**config.mk**
```make
export PLATFORM = sky130hd
export DESIGN_NAME = srwc_ctrl
export DESIGN_NICKNAME = d
export VERILOG_FILES = /design/src/hw/rtl/srwc_pkg.sv /design/src/hw/rtl/srwc_ctrl.sv
export SDC_FILE = /design/constraint.sdc
export NUM_CORES = 1
export LEC_CHECK = 0
export ABC_CLOCK_PERIOD_IN_PS = 2130
export BUFFER_PORTS_ARGS = -buffer_cell sky130_fd_sc_hd__buf_2
export CELL_PAD_IN_SITES_DETAIL_PLACEMENT = 0
export CELL_PAD_IN_SITES_GLOBAL_PLACEMENT = 1
export CORE_AREA = 2 2 39 41
export DETAILED_ROUTE_END_ITERATION = 7
export DIE_AREA = 0 0 41 43
export PLACE_DENSITY_LB_ADDON = 0.1
export SLEW_MARGIN = 20
export SYNTH_ARGS = -nofsm -noshare
export SYNTH_HDL_FRONTEND = slang
export SYNTH_SLANG_ARGS = --single-unit
```
**constraint.sdc**
```tcl
create_clock -name clk_i -period 2.13 [get_ports clk_i]
set_input_delay 0 -clock clk_i [delete_from_list [all_inputs] [get_ports clk_i]]
set_output_delay 0 -clock clk_i [all_outputs]
set_load 0.03 [all_outputs]
```
**src/hw/rtl/srwc_pkg.sv**
```systemverilog
// Shared types and constants for the sequence replay window check.
// Used by srwc_cfg, srwc_ctrl, srwc_dp and the top level.
`default_nettype none

package srwc_pkg;

  // register port and payload widths
  localparam int unsigned ADDR_W = 5;
  localparam int unsigned DATA_W = 64;
  localparam int unsigned SEQ_W  = 64;
  localparam int unsigned ST_W   = 3;

  // per-word result codes
  typedef enum logic [ST_W-1:0] {
    ST_COMPLETE = 3'd0,
    ST_GAP      = 3'd1,
    ST_OLD      = 3'd2,
    ST_UNSEQ    = 3'd3,
    ST_DUP      = 3'd4,
    ST_FAIL     = 3'd5
  } status_e;

  // controller states
  typedef enum logic [1:0] {
    FSM_IDLE,
    FSM_CMP,
    FSM_UPD
  } fsm_state_e;

  // configuration seen by the datapath
  typedef struct packed {
    logic             replay_en;
    logic             seq_en;
    logic             wide;
    logic [SEQ_W-1:0] first_seq;
  } cfg_t;

  // controller to datapath commands
  typedef struct packed {
    logic load;
    logic cmp;
    logic upd;
  } dp_cmd_t;

endpackage

`default_nettype wire

```
**src/hw/rtl/srwc_ctrl.sv**
```systemverilog
// Controller for the sequence replay window check: load, compare, update.
// Depends on srwc_pkg; drives the datapath through a command struct.
`default_nettype none

module srwc_ctrl (
  input  wire logic        clk_i,
  input  wire logic        rst_ni,
  input  wire logic        in_valid_i,
  input  wire logic        out_stall_i,
  output logic             in_stall_o,
  output logic             out_valid_o,
  output srwc_pkg::dp_cmd_t cmd_o
);
  import srwc_pkg::*;

  fsm_state_e state_q, state_d;
  logic       out_valid_q, out_valid_d;
  logic       can_done;
  logic       in_stall;
  logic       accept;

  // outputs and commands
  always_comb begin
    can_done = !out_valid_q || !out_stall_i;
    case (state_q)
      FSM_IDLE: in_stall = 1'b0;
      FSM_CMP:  in_stall = 1'b1;
      FSM_UPD:  in_stall = !can_done;
      default:  in_stall = 1'b1;
    endcase
    accept     = in_valid_i && !in_stall;
    cmd_o.load = accept;
    cmd_o.cmp  = (state_q == FSM_CMP);
    cmd_o.upd  = (state_q == FSM_UPD) && can_done;
  end

  // next state
  always_comb begin
    state_d = state_q;
    case (state_q)
      FSM_IDLE: begin
        if (accept) state_d = FSM_CMP;
      end
      FSM_CMP: state_d = FSM_UPD;
      FSM_UPD: begin
        if (can_done) state_d = accept ? FSM_CMP : FSM_IDLE;
      end
      default: state_d = FSM_IDLE;
    endcase
  end

  // output word valid: set by an update, held while stalled
  assign out_valid_d = cmd_o.upd || (out_valid_q && out_stall_i);

  always_ff @(posedge clk_i or negedge rst_ni) begin
    if (!rst_ni) begin
      state_q     <= FSM_IDLE;
      out_valid_q <= 1'b0;
    end else begin
      state_q     <= state_d;
      out_valid_q <= out_valid_d;
    end
  end

  assign in_stall_o  = in_stall;
  assign out_valid_o = out_valid_q;

endmodule

`default_nettype wire

```
**After elaboration in Yosys (flattened, before gate mapping)**

Index checks and enable logic that the tools add are counted.

- Equal/unequal tests: 4
- Muxes and demuxes: 5
- Reduce and logical (&&, ||, !) cells: 11

Operators by type and width:

| cell | number |
|---|---|
| 2-bit one-hot mux with 3 select lines | 1 |
| 1-bit zero test | 4 |
| 2-bit 2-to-1 mux | 2 |
| 2-bit != test, second input constant | 2 |
| 1-bit logical AND | 3 |
| 2-bit by 1-bit equality test with 1-bit output, second input constant | 1 |
| 2-bit equality test, second input constant | 1 |
| 2-bit zero test | 1 |
| 1-bit logical OR | 2 |
| 1-bit one-hot mux with 2 select lines | 1 |
| 2-bit AND reduction | 1 |
| 1-bit 2-to-1 mux | 1 |

- Flip-flop bits (word level): 3
- Output and inout port bits: 5
- Word-level logic and storage cells: 22

**Depth between registers and ports, before layout**

- Depth in word-level cells: 9
- Depth in mapped cells: 3

**Worst setup path before layout**

OpenSTA, ideal clock, no wires.

- Kind: reg2out
- Start point: register out_valid_q, in the netlist out_valid_o
- End point: output cmd_o[0] in the netlist's numbering
- Arrival: 1073 ps
- Path slack: 1057 ps
- Stages on the path, launching flop included: 2
- Buffers on the path: 0
- Path through: dfrtp_1 > a21oi_1

RTL lines:

| item | line | source |
|---|---|---|
| start: declaration | srwc_ctrl.sv:17 | `logic out_valid_q, out_valid_d;` |
| start signal: assignment | srwc_ctrl.sv:61 | `out_valid_q <= out_valid_d;` |
| end: declaration | srwc_ctrl.sv:12 | `output srwc_pkg::dp_cmd_t cmd_o` |

==> results.md <==
- Reg-to-reg slack, setup: 1.29 ns
- Chip width: 41 um
- Cell count after synthesis: 15
- PwrDens: 996.8 mW/mm2
- Worst vdd ir: 251.2 uV
- Final Hold Viols: 0
- CTS tree: yes
- Synth Net Count: 19
- Leak: 0.1190 nW
- Num CTS Buffers: 3
- Rows: 14
- Yosys warnings: 0
- PortBufs: 8
- Vias in the first global route: 143
- CP Class: reg -> out
- Clock root cell: clkbuf_4
- Die area: between 0.0015 and 0.002 mm2
- Final instance area: approximately 240 um2
- Final clock skew: 0.001927 ns
- Seq cells post-synth: 3
- Sequential area share after synthesis: about half
- DR vias: 144
- Via density: between 3 and 4
- Setup-failing EPs final: 0
- Setup crit end: cmd_o[0]
- Final period util: 54.88%
- Worst relative slew slack: 84.88%
- Least-Margin Pin Slew: 0.2253 ns
- Fin Hold WS: 0.02493 ns
- Reg2reg end: state_q[1]$_DFFE_PN0P_
- Endpoint class of the critical path: output port
- Arr. time, crit path: 1.17 ns
- Tmin final: 1.169 ns
- RSZ-0062 raised after global routing: no
- Reg2Reg Depth: 2
- Initial antenna violation count: 0
- Setup_tns: 0 ns
- Clk_lat worst skew: 0.23 ns
- Worst path required time: 2.13 ns
- Final ANT Viol Nets: 0
- DRC Markers: 0
- Remaining Overflow, GRT: 0
- Post-Syn Area: 155.1 um2
- Initial Util: 11.21%
- HPWL Detailed: between 300 and 400 um
- Hold_sp: in_valid_i
- Largest net degree at the start of global routing: 7
- Clock transition at path regs: approximately 0.030 ns
- Clock buffer depth: 2
- Die Ht: approximately 43 um
- Crit-path max FO: 5
- CP Launch Type: register
- Share of cells above drive strength 1: 46.15%
- Max-Cap Viols: 0
- Post-synth cell types: 10
- Core footprint: 0.001384 mm2
- Reg-to-reg startpoint: state_q[0]$_DFFE_PN0P_
- Detailed Routing Iterations Pass 1: 2
- Area growth, synth to finish: 52.42%
- Syn Area/Cell: between 10 and 15 um2
- Routed Wire Length: just over 400 um
- Total GRT Usage: 5.942%
- Placed cell areas: between 200 and 250 um2
- Status: complete, no violations
- Most common cell after layout, fill and taps aside: buf_2
- WL/cell: 9.643 um
- Hold WC Path Type: in -> reg
- First-pass GRT wire length: 607 um
- Setup crit start: state_q[0]$_DFFE_PN0P_
- H-tree Lvls: 1
- Max Fclk: 855.4 MHz
- Layout filler cell count: 163
- DRT iter0 DRCs: 4
- N_diodes: 0
- Commonest non-fill, non-tap cells in the layout: 8 x buf_2, 3 x clkbuf_4, 3 x dfrtp_1
- Clock sinks: 3
- Gp weighted congestion: 0.5446
- Fin. max-slew vios: 0
- # nets final: 31
- Num ports: 9
-- sequential cells by signal, summed over array words and instances (netlist names) --
| register | cells |
|---|---|
| state_q | 2 |
| out_valid_o | 1 |
-- metrics by stage --
| step | cells | setup slack, ns | total power, W | utilization (%) |
|---|---|---|---|---|
| floorplan | 15 | 1.057 | 0.0001210 | - |
| global placement | 37 | 1.180 | 0.0001381 | 14.47 |
| detailed placement | 37 | 1.199 | 0.0001377 | 14.47 |
| CTS | 42 | 0.9424 | 0.0002432 | 17.09 |
| global route | 42 | 0.8647 | 0.0002532 | 17.09 |
| finish | 42 | 0.9610 | 0.0002357 | 17.09 |
-- metal layers --
metal,global-route usage [%],routed length [um],part of all wire (%)
met2,5.938,175,43
met1,6.818,172,42
met3,3.665,58,14
met4,8.000,0,0
met5,0,0,0
-- kinds of logic (layout without fill, tap and decap cells) --
kind of cell | count (synthesis) | count (layout) | synth area share [%]
compound gates | 5 | 5 | 25.00
simple gates | 4 | 4 | 14.52
buf+inv | 3 | 14 | 12.09
flops | 3 | 3 | 48.39
-- cell usage after synthesis --
master    count  area, um2
a21oi_1       1      5.000
a311oi_1      2      17.52
a31o_1        1      8.760
buf_4         2      15.01
dfrtp_1       3      75.07
inv_1         1      3.750
nand2_1       2      7.510
nand2b_1      1      6.260
nor2b_2       1      8.760
o21bai_1      1      7.510
-- how the worst min path moves through the flow --
stage / end / slack [ns] / cells past startpoint
after CTS: state_q[0]$_DFFE_PN0P_ / 0.02 / 3
final: state_q[0]$_DFFE_PN0P_ / 0.02 / 3
after global routing: state_q[0]$_DFFE_PN0P_ / 0.04 / 3
after detailed placement: state_q[0]$_DFFE_PN0P_ / -0.20 / 1
after global placement: state_q[0]$_DFFE_PN0P_ / -0.20 / 1
after floorplan: out_valid_o$_DFF_PN0_ / -0.30 / 0
-- power breakdown --
group          switching, W  leakage [nW]  internal, W  total [W]
sequential        0.0000121        0.0380    0.0000654  0.0000774
combinational     0.0000400        0.0660    0.0000201  0.0000601
clock             0.0000280        0.0150    0.0000701  0.0000981
-- worst max-delay path, cell delays in order (launching register included) --
cell and delay (ns):
dfrtp_1 0.41, nand2b_1 0.19, a21oi_1 0.13, buf_2 0.21
-- layout make-up --
type                            instances  area (um2)  area share, %
Inverter                                1       3.754          1.587
Sequential cell                         3       75.07          31.75
Multi-Input combinational cell          9       61.31          25.93
Tap cell                               16       20.02          8.466
Timing Repair Buffer                    9       50.05          21.16
Clock buffer                            4       26.28          11.11
-- timing repair --
item | CTS | global route
resized for setup | 0 | 0
hold endpoints to repair | 3 | 0
hold buffers | 1 | 0
buffers inserted | 0 | 0
(Power assumes the default switching activity.)
