<file path="src/hw/rtl/srwc_pkg.sv">
// Shared types and constants for the sequence replay window check.
// Used by srwc_cfg, srwc_ctrl, srwc_dp and the top level.
`default_nettype none

package srwc_pkg;

  // register port and payload widths
  localparam int unsigned ADDR_W = 5;
  localparam int unsigned DATA_W = 64;
  localparam int unsigned SEQ_W  = 64;
  localparam int unsigned ST_W   = 3;

  // per-word result codes
  typedef enum logic [ST_W-1:0] {
    ST_COMPLETE = 3'd0,
    ST_GAP      = 3'd1,
    ST_OLD      = 3'd2,
    ST_UNSEQ    = 3'd3,
    ST_DUP      = 3'd4,
    ST_FAIL     = 3'd5
  } status_e;

  // controller states
  typedef enum logic [1:0] {
    FSM_IDLE,
    FSM_CMP,
    FSM_UPD
  } fsm_state_e;

  // configuration seen by the datapath
  typedef struct packed {
    logic             replay_en;
    logic             seq_en;
    logic             wide;
    logic [SEQ_W-1:0] first_seq;
  } cfg_t;

  // controller to datapath commands
  typedef struct packed {
    logic load;
    logic cmp;
    logic upd;
  } dp_cmd_t;

endpackage

`default_nettype wire

</file>
<file path="src/hw/rtl/srwc_cfg.sv">
// Register file for the sequence replay window check (APB-style port).
// Depends on srwc_pkg; raises a window reinit pulse after every write.
`default_nettype none

module srwc_cfg (
  input  wire logic                        clk_i,
  input  wire logic                        rst_ni,
  input  wire logic                        psel,
  input  wire logic                        penable,
  input  wire logic                        pwrite,
  input  wire logic [srwc_pkg::ADDR_W-1:0] paddr,
  input  wire logic [srwc_pkg::DATA_W-1:0] pwdata,
  output logic      [srwc_pkg::DATA_W-1:0] prdata,
  output logic                             pready,
  output srwc_pkg::cfg_t                   cfg_o,
  output logic                             init_o
);
  import srwc_pkg::*;

  // register indexes
  localparam logic [1:0] REG_REPLAY = 2'd0;
  localparam logic [1:0] REG_SEQ    = 2'd1;
  localparam logic [1:0] REG_WIDE   = 2'd2;
  localparam logic [1:0] REG_FIRST  = 2'd3;

  cfg_t       cfg_q, cfg_d;
  logic       init_q;
  logic       wr_en;
  logic [1:0] reg_idx;

  assign wr_en   = psel && penable && pwrite;
  assign reg_idx = paddr[ADDR_W-1:3];
  assign pready  = 1'b1;

  // register write decode
  always_comb begin
    cfg_d = cfg_q;
    if (wr_en) begin
      case (reg_idx)
        REG_REPLAY: cfg_d.replay_en = pwdata[0];
        REG_SEQ:    cfg_d.seq_en    = pwdata[0];
        REG_WIDE:   cfg_d.wide      = pwdata[0];
        REG_FIRST:  cfg_d.first_seq = pwdata;
        default:    cfg_d = cfg_q;
      endcase
    end
  end

  // read mux
  always_comb begin
    case (reg_idx)
      REG_REPLAY: prdata = {{(DATA_W-1){1'b0}}, cfg_q.replay_en};
      REG_SEQ:    prdata = {{(DATA_W-1){1'b0}}, cfg_q.seq_en};
      REG_WIDE:   prdata = {{(DATA_W-1){1'b0}}, cfg_q.wide};
      REG_FIRST:  prdata = cfg_q.first_seq;
      default:    prdata = '0;
    endcase
  end

  // registers; reinit is registered, so it comes the cycle after the write and sees the new width
  always_ff @(posedge clk_i or negedge rst_ni) begin
    if (!rst_ni) begin
      cfg_q  <= '0;
      init_q <= 1'b0;
    end else begin
      cfg_q  <= cfg_d;
      init_q <= wr_en;
    end
  end

  assign cfg_o  = cfg_q;
  assign init_o = init_q;

endmodule

`default_nettype wire

</file>
<file path="config.mk">
export PLATFORM = sky130hd
export DESIGN_NAME = srwc_cfg
export DESIGN_NICKNAME = d
export VERILOG_FILES = /design/src/hw/rtl/srwc_pkg.sv /design/src/hw/rtl/srwc_cfg.sv
export SDC_FILE = /design/constraint.sdc
export NUM_CORES = 1
export LEC_CHECK = 0
export BUFFER_PORTS_ARGS = -buffer_cell sky130_fd_sc_hd__buf_4
export CAP_MARGIN = 15
export CORE_UTILIZATION = 40
export CTS_BUF_LIST = sky130_fd_sc_hd__clkbuf_4 sky130_fd_sc_hd__clkbuf_8
export DETAILED_ROUTE_END_ITERATION = 8
export PLACE_DENSITY = 0.78
export SLEW_MARGIN = 20
export SYNTH_ARGS = -nofsm -noshare
export SYNTH_HDL_FRONTEND = slang
export SYNTH_SLANG_ARGS = --single-unit
</file>
<file path="constraint.sdc">
create_clock -name clk_i -period 1.1 [get_ports clk_i]
set_input_delay 0.055 -clock clk_i [delete_from_list [all_inputs] [get_ports clk_i]]
set_output_delay 0.055 -clock clk_i [all_outputs]
set_load 0.1 [all_outputs]
</file>
==> out/metrics.cfg, run 1 <==
[floorplan]
die_y_um = 92.48
placementRows = 32
die_x_um = 92.48
io_pins = 207
initial_utilization = 0.4194

[synth]
ys_top_cells_by_count = 68 x dfrtp_1, 63 x and3_1, 50 x mux2_4, 14 x clkbuf_1, 10 x mux2_1
syn_inst = 228
synth_ff_type = dfrtp_1
synthTopCellsByArea = dfrtp_1 52%, mux2_4 23%, and3_1 12%
synth.top_cell.area_share = 0.5197
synth_top_cell_by_area = dfrtp_1
synth_cell_types = 17
ys_seq_area_frac = 0.5197
yosysMostFrequentCell = dfrtp_1
synth-edff-count = 0
yosys_register_bits = 68
synth_warnings = 0
avgSynthCellArea_um2 = 14.36
synthesis.area_mm2 = 0.003274
async_flop_share = 1.000
synthesis.nets = 302

[clock_network]
post_cts_buffers = 12
cts_hold_buf = 65
cts_buffers = 9
cts-resized-gates = 269
clk_path_buf_depth = 2
cts.sinks = 68
htreeDepth = 3
cts_root_buf = clkbuf_8

[status]
stop_error = [ERROR DPL-0033] detailed placement checks failed during check placement.
lastStage = 4_1_cts
outcome = did not finish

[placed_design]
post-place-ws_ns = -0.1177
hpwl_um = 6808
portBuffers = 202
gp_congestion = 0.7730

cells by family after synthesis:
kind of cell	share of synthesized area
and+or+nand+nor	0.1376
other	0.001145
muxes	0.2958
buffers and inverters	0.04585
DFF	0.5197
metrics by stage:
step | hold WS, ns | setup TNS [ns] | util | area, um^2 | instances
2_1_floorplan | -0.2406 | -0.3450 | - | 3832 | 228
3_3_place_gp | 0.08165 | -1.110 | 0.7051 | 5505 | 526
3_5_place_dp | 0.08868 | -1.970 | 0.7051 | 5505 | 526
==> run 2, diff against run 1 <==
--- a/config.mk
+++ b/config.mk
@@ -7,10 +7,9 @@
 export LEC_CHECK = 0
 export BUFFER_PORTS_ARGS = -buffer_cell sky130_fd_sc_hd__buf_4
 export CAP_MARGIN = 15
-export CORE_UTILIZATION = 40
-export CTS_BUF_LIST = sky130_fd_sc_hd__clkbuf_4 sky130_fd_sc_hd__clkbuf_8
+export CORE_UTILIZATION = 25
 export DETAILED_ROUTE_END_ITERATION = 8
-export PLACE_DENSITY = 0.78
+export PLACE_DENSITY_LB_ADDON = 0.15
 export SLEW_MARGIN = 20
 export SYNTH_ARGS = -nofsm -noshare
 export SYNTH_HDL_FRONTEND = slang
==> run 2 against run 1 <==
The flow now finishes, with violations (setup timing); area after synthesis stayed put; synthesized cell count stayed put.
==> out/metrics.cfg, run 2 <==
[status]
outcome = complete, but fails checks
violations = setup timing

[clock_network]
cts_root_buf = clkbuf_16
htreeDepth = 3  ; unchanged
cts.sinks = 68  ; unchanged
clk_latency_ns = 0.33
cts_buffers = 9  ; unchanged
clkSlewWorstSetupHoldPaths_ns = 0.06
cts_tree = done
clk_path_buf_depth = 2  ; unchanged

[synth]
synth_cell_types = 17  ; unchanged
async_flop_share = 1.000  ; unchanged
syn_inst = 228  ; unchanged
ys_top_cells_by_count = 68 x dfrtp_1, 63 x and3_1, 50 x mux2_4, 14 x clkbuf_1, 10 x mux2_1
synth.top_cell.area_share = 0.5197  ; unchanged
synthesis.nets = 302  ; unchanged
synth_warnings = 0  ; unchanged
synthTopCellsByArea = dfrtp_1 52%, mux2_4 23%, and3_1 12%
yosysMostFrequentCell = dfrtp_1
ys_seq_area_frac = 0.5197  ; unchanged
synthesis.area_mm2 = 0.003274  ; unchanged
avgSynthCellArea_um2 = 14.36  ; unchanged
yosys_register_bits = 68  ; unchanged
synth_ff_type = dfrtp_1
synth_top_cell_by_area = dfrtp_1
synth-edff-count = 0  ; unchanged

[timing]
hold_viol = 0
drv_slew = 0
finClkSkew_ns = 0
post-route-period-util = 1.413
fin_setup_tns_ns = -11.28
fmax_ghz = 0.6435
fin_crit_ns = 1.554
rsz0062_at_grt = yes
fin_ws_ns = -0.4541
setup-violations-final = 120

[worst_setup_path]
cp_max_fo = 3
r2r-start = cfg_o[2]
critPathRequiredTime_ns = 1.04
path_depth = 2
crit_slowest_cell = dfrtp_4
critPathLaunch = cfg_o[64]
critical_path.endpoint = prdata[0]
critPathMaxStageDelay_ns = 0.48
arrival_ns = 1.50
path_delay_family = flip-flops
r2r_cells = 3
cp-start-kind = flip-flop
r2r_slack_ns = 0.01
critPathBufInv = 1
crit_type = flip-flop to output port
path_cells = mux4_2 > buf_6
endpoint_kind = output port
reg2reg_to = cfg_o[2]

[global_route]
grt_pass1_vias = 3387
grt_overflow = 0
grt_max_degree = 69
track_usage = 0.1757
grt_first_pass_wirelength_um = 17930
grt_antenna_before_repair = 0

[final_layout]
utilization = 0.6943
syn_to_final_growth_pct = 168.7
largest_reg_flops = 67
layout_common_cells = 125 x buf_12, 89 x buf_4, 68 x buf_6
antenna_cells = 0
final_common_cell = buf_12
instances_no_fill = 743
nets = 640
drive_above_1_share = 0.8564

[route]
finalWirelength_um = 13600
drc_errors = 0
wl_per_cell_um = 18.31
ant_nets = 0
routed_via_density = 4.380
vias = 3254
drt_iter0_drc = 66
dr.pass1.iters = 4

[floorplan]
io_pins = 207  ; unchanged
core_mm2 = 0.01267
initial_utilization = 0.2584  ; -0.1610
die_x_um = 116.4  ; +26%
placementRows = 41  ; +28%
die_area_mm2 = 0.01356
die_y_um = 116.4  ; +26%

[placed_design]
portBuffers = 202  ; unchanged
hpwl_um = 6860  ; +0.77%
placed_cells_incl_taps = 596  ; +13%
gp_congestion = 0.6953  ; -10%

[job]
maxCapViolations = 0

[pwr]
p_total_mw = 19.27
p_leak_nw = 3.832
powerDensity_mw_per_mm2 = 2191
ir_worst_vdd_v = 0.001182

[hold_path]
hp-class = input port to flip-flop

-- run 2: per-stage QoR --
| stage | worst slack, ns | hold WS [ns] | cell area (um^2) |
|---|---|---|---|
| after floorplan | -0.3450 | -0.2406 | 3832 |
| after global placement | -0.1255 | 0.09787 | 5605 |
| after detailed placement | -0.1228 | 0.1001 | 5605 |
| after CTS | -0.4555 | 0.1649 | 7667 |
| after global routing | -0.4886 | 0.1880 | 8797 |
| final | -0.4541 | 0.1763 | 8797 |
-- run 2: layout make-up --
| class | count | area [um^2] |
|---|---|---|
| well taps | 172 | 215.2 |
| clock buffers | 10 | 229.0 |
| flip-flops and latches | 68 | 1948 |
| inverters | 1 | 3.754 |
| fillers | 824 | 3874 |
| clock inverters | 6 | 65.06 |
| repair buffers | 348 | 4602 |
| multi-input cells | 138 | 1734 |
-- run 2: metal layers --
layer / share of wire / global-route usage / wire, um / up-vias
met1: 0.36 / 0.1885 / 4878 / 1624
met4: 0.020 / 0.06068 / 272 / 0
met5: 0 / 0 / 0 / -
li1: - / - / - / 1488
met2: 0.56 / 0.3274 / 7628 / 122
met3: 0.061 / 0.05034 / 824 / 20
-- run 2: what timing repair did --
item	4_1_cts	5_1_grt
cloned	0	0
endpoints found under the hold margin	135	0
resized for setup	262	165
setup endpoints to repair	131	77
hold buffers	65	0
pin swaps	2	0
setup buffers	7	59
-- run 2: report_power, final --
group          leakage, nW  switching (mW)  total (mW)  internal (mW)
Sequential           0.757           0.613        4.06           3.45
Combinational         2.93            7.28        12.3           5.04
Clock                0.142            1.14        2.89           1.76
-- run 2: how the worst min path moves through the flow --
stage,start,to,slack [ns],cells after the start
floorplan,rst_ni,cfg_o[65],-0.24,0
global placement,rst_ni,cfg_o[51],0.1,2
detailed placement,rst_ni,cfg_o[51],0.10,2
CTS,penable,init_o,0.16,4
global route,penable,init_o,0.19,4
finish,penable,init_o,0.18,4
-- run 2: logic make-up after synthesis --
logic type,count (synthesis),share of synthesized area
buf+inv,22,0.04585
flops,68,0.5197
mux,68,0.2958
other cells,1,0.001145
simple gates,69,0.1376
-- run 2: worst register-to-register path, cell delays in order, from the launching register on --
cell	delay (ns)
dfrtp_4	0.49
buf_6	0.13
buf_6	0.10
mux2_4	0.26
No activity file was read; power rests on OpenSTA's default activity.
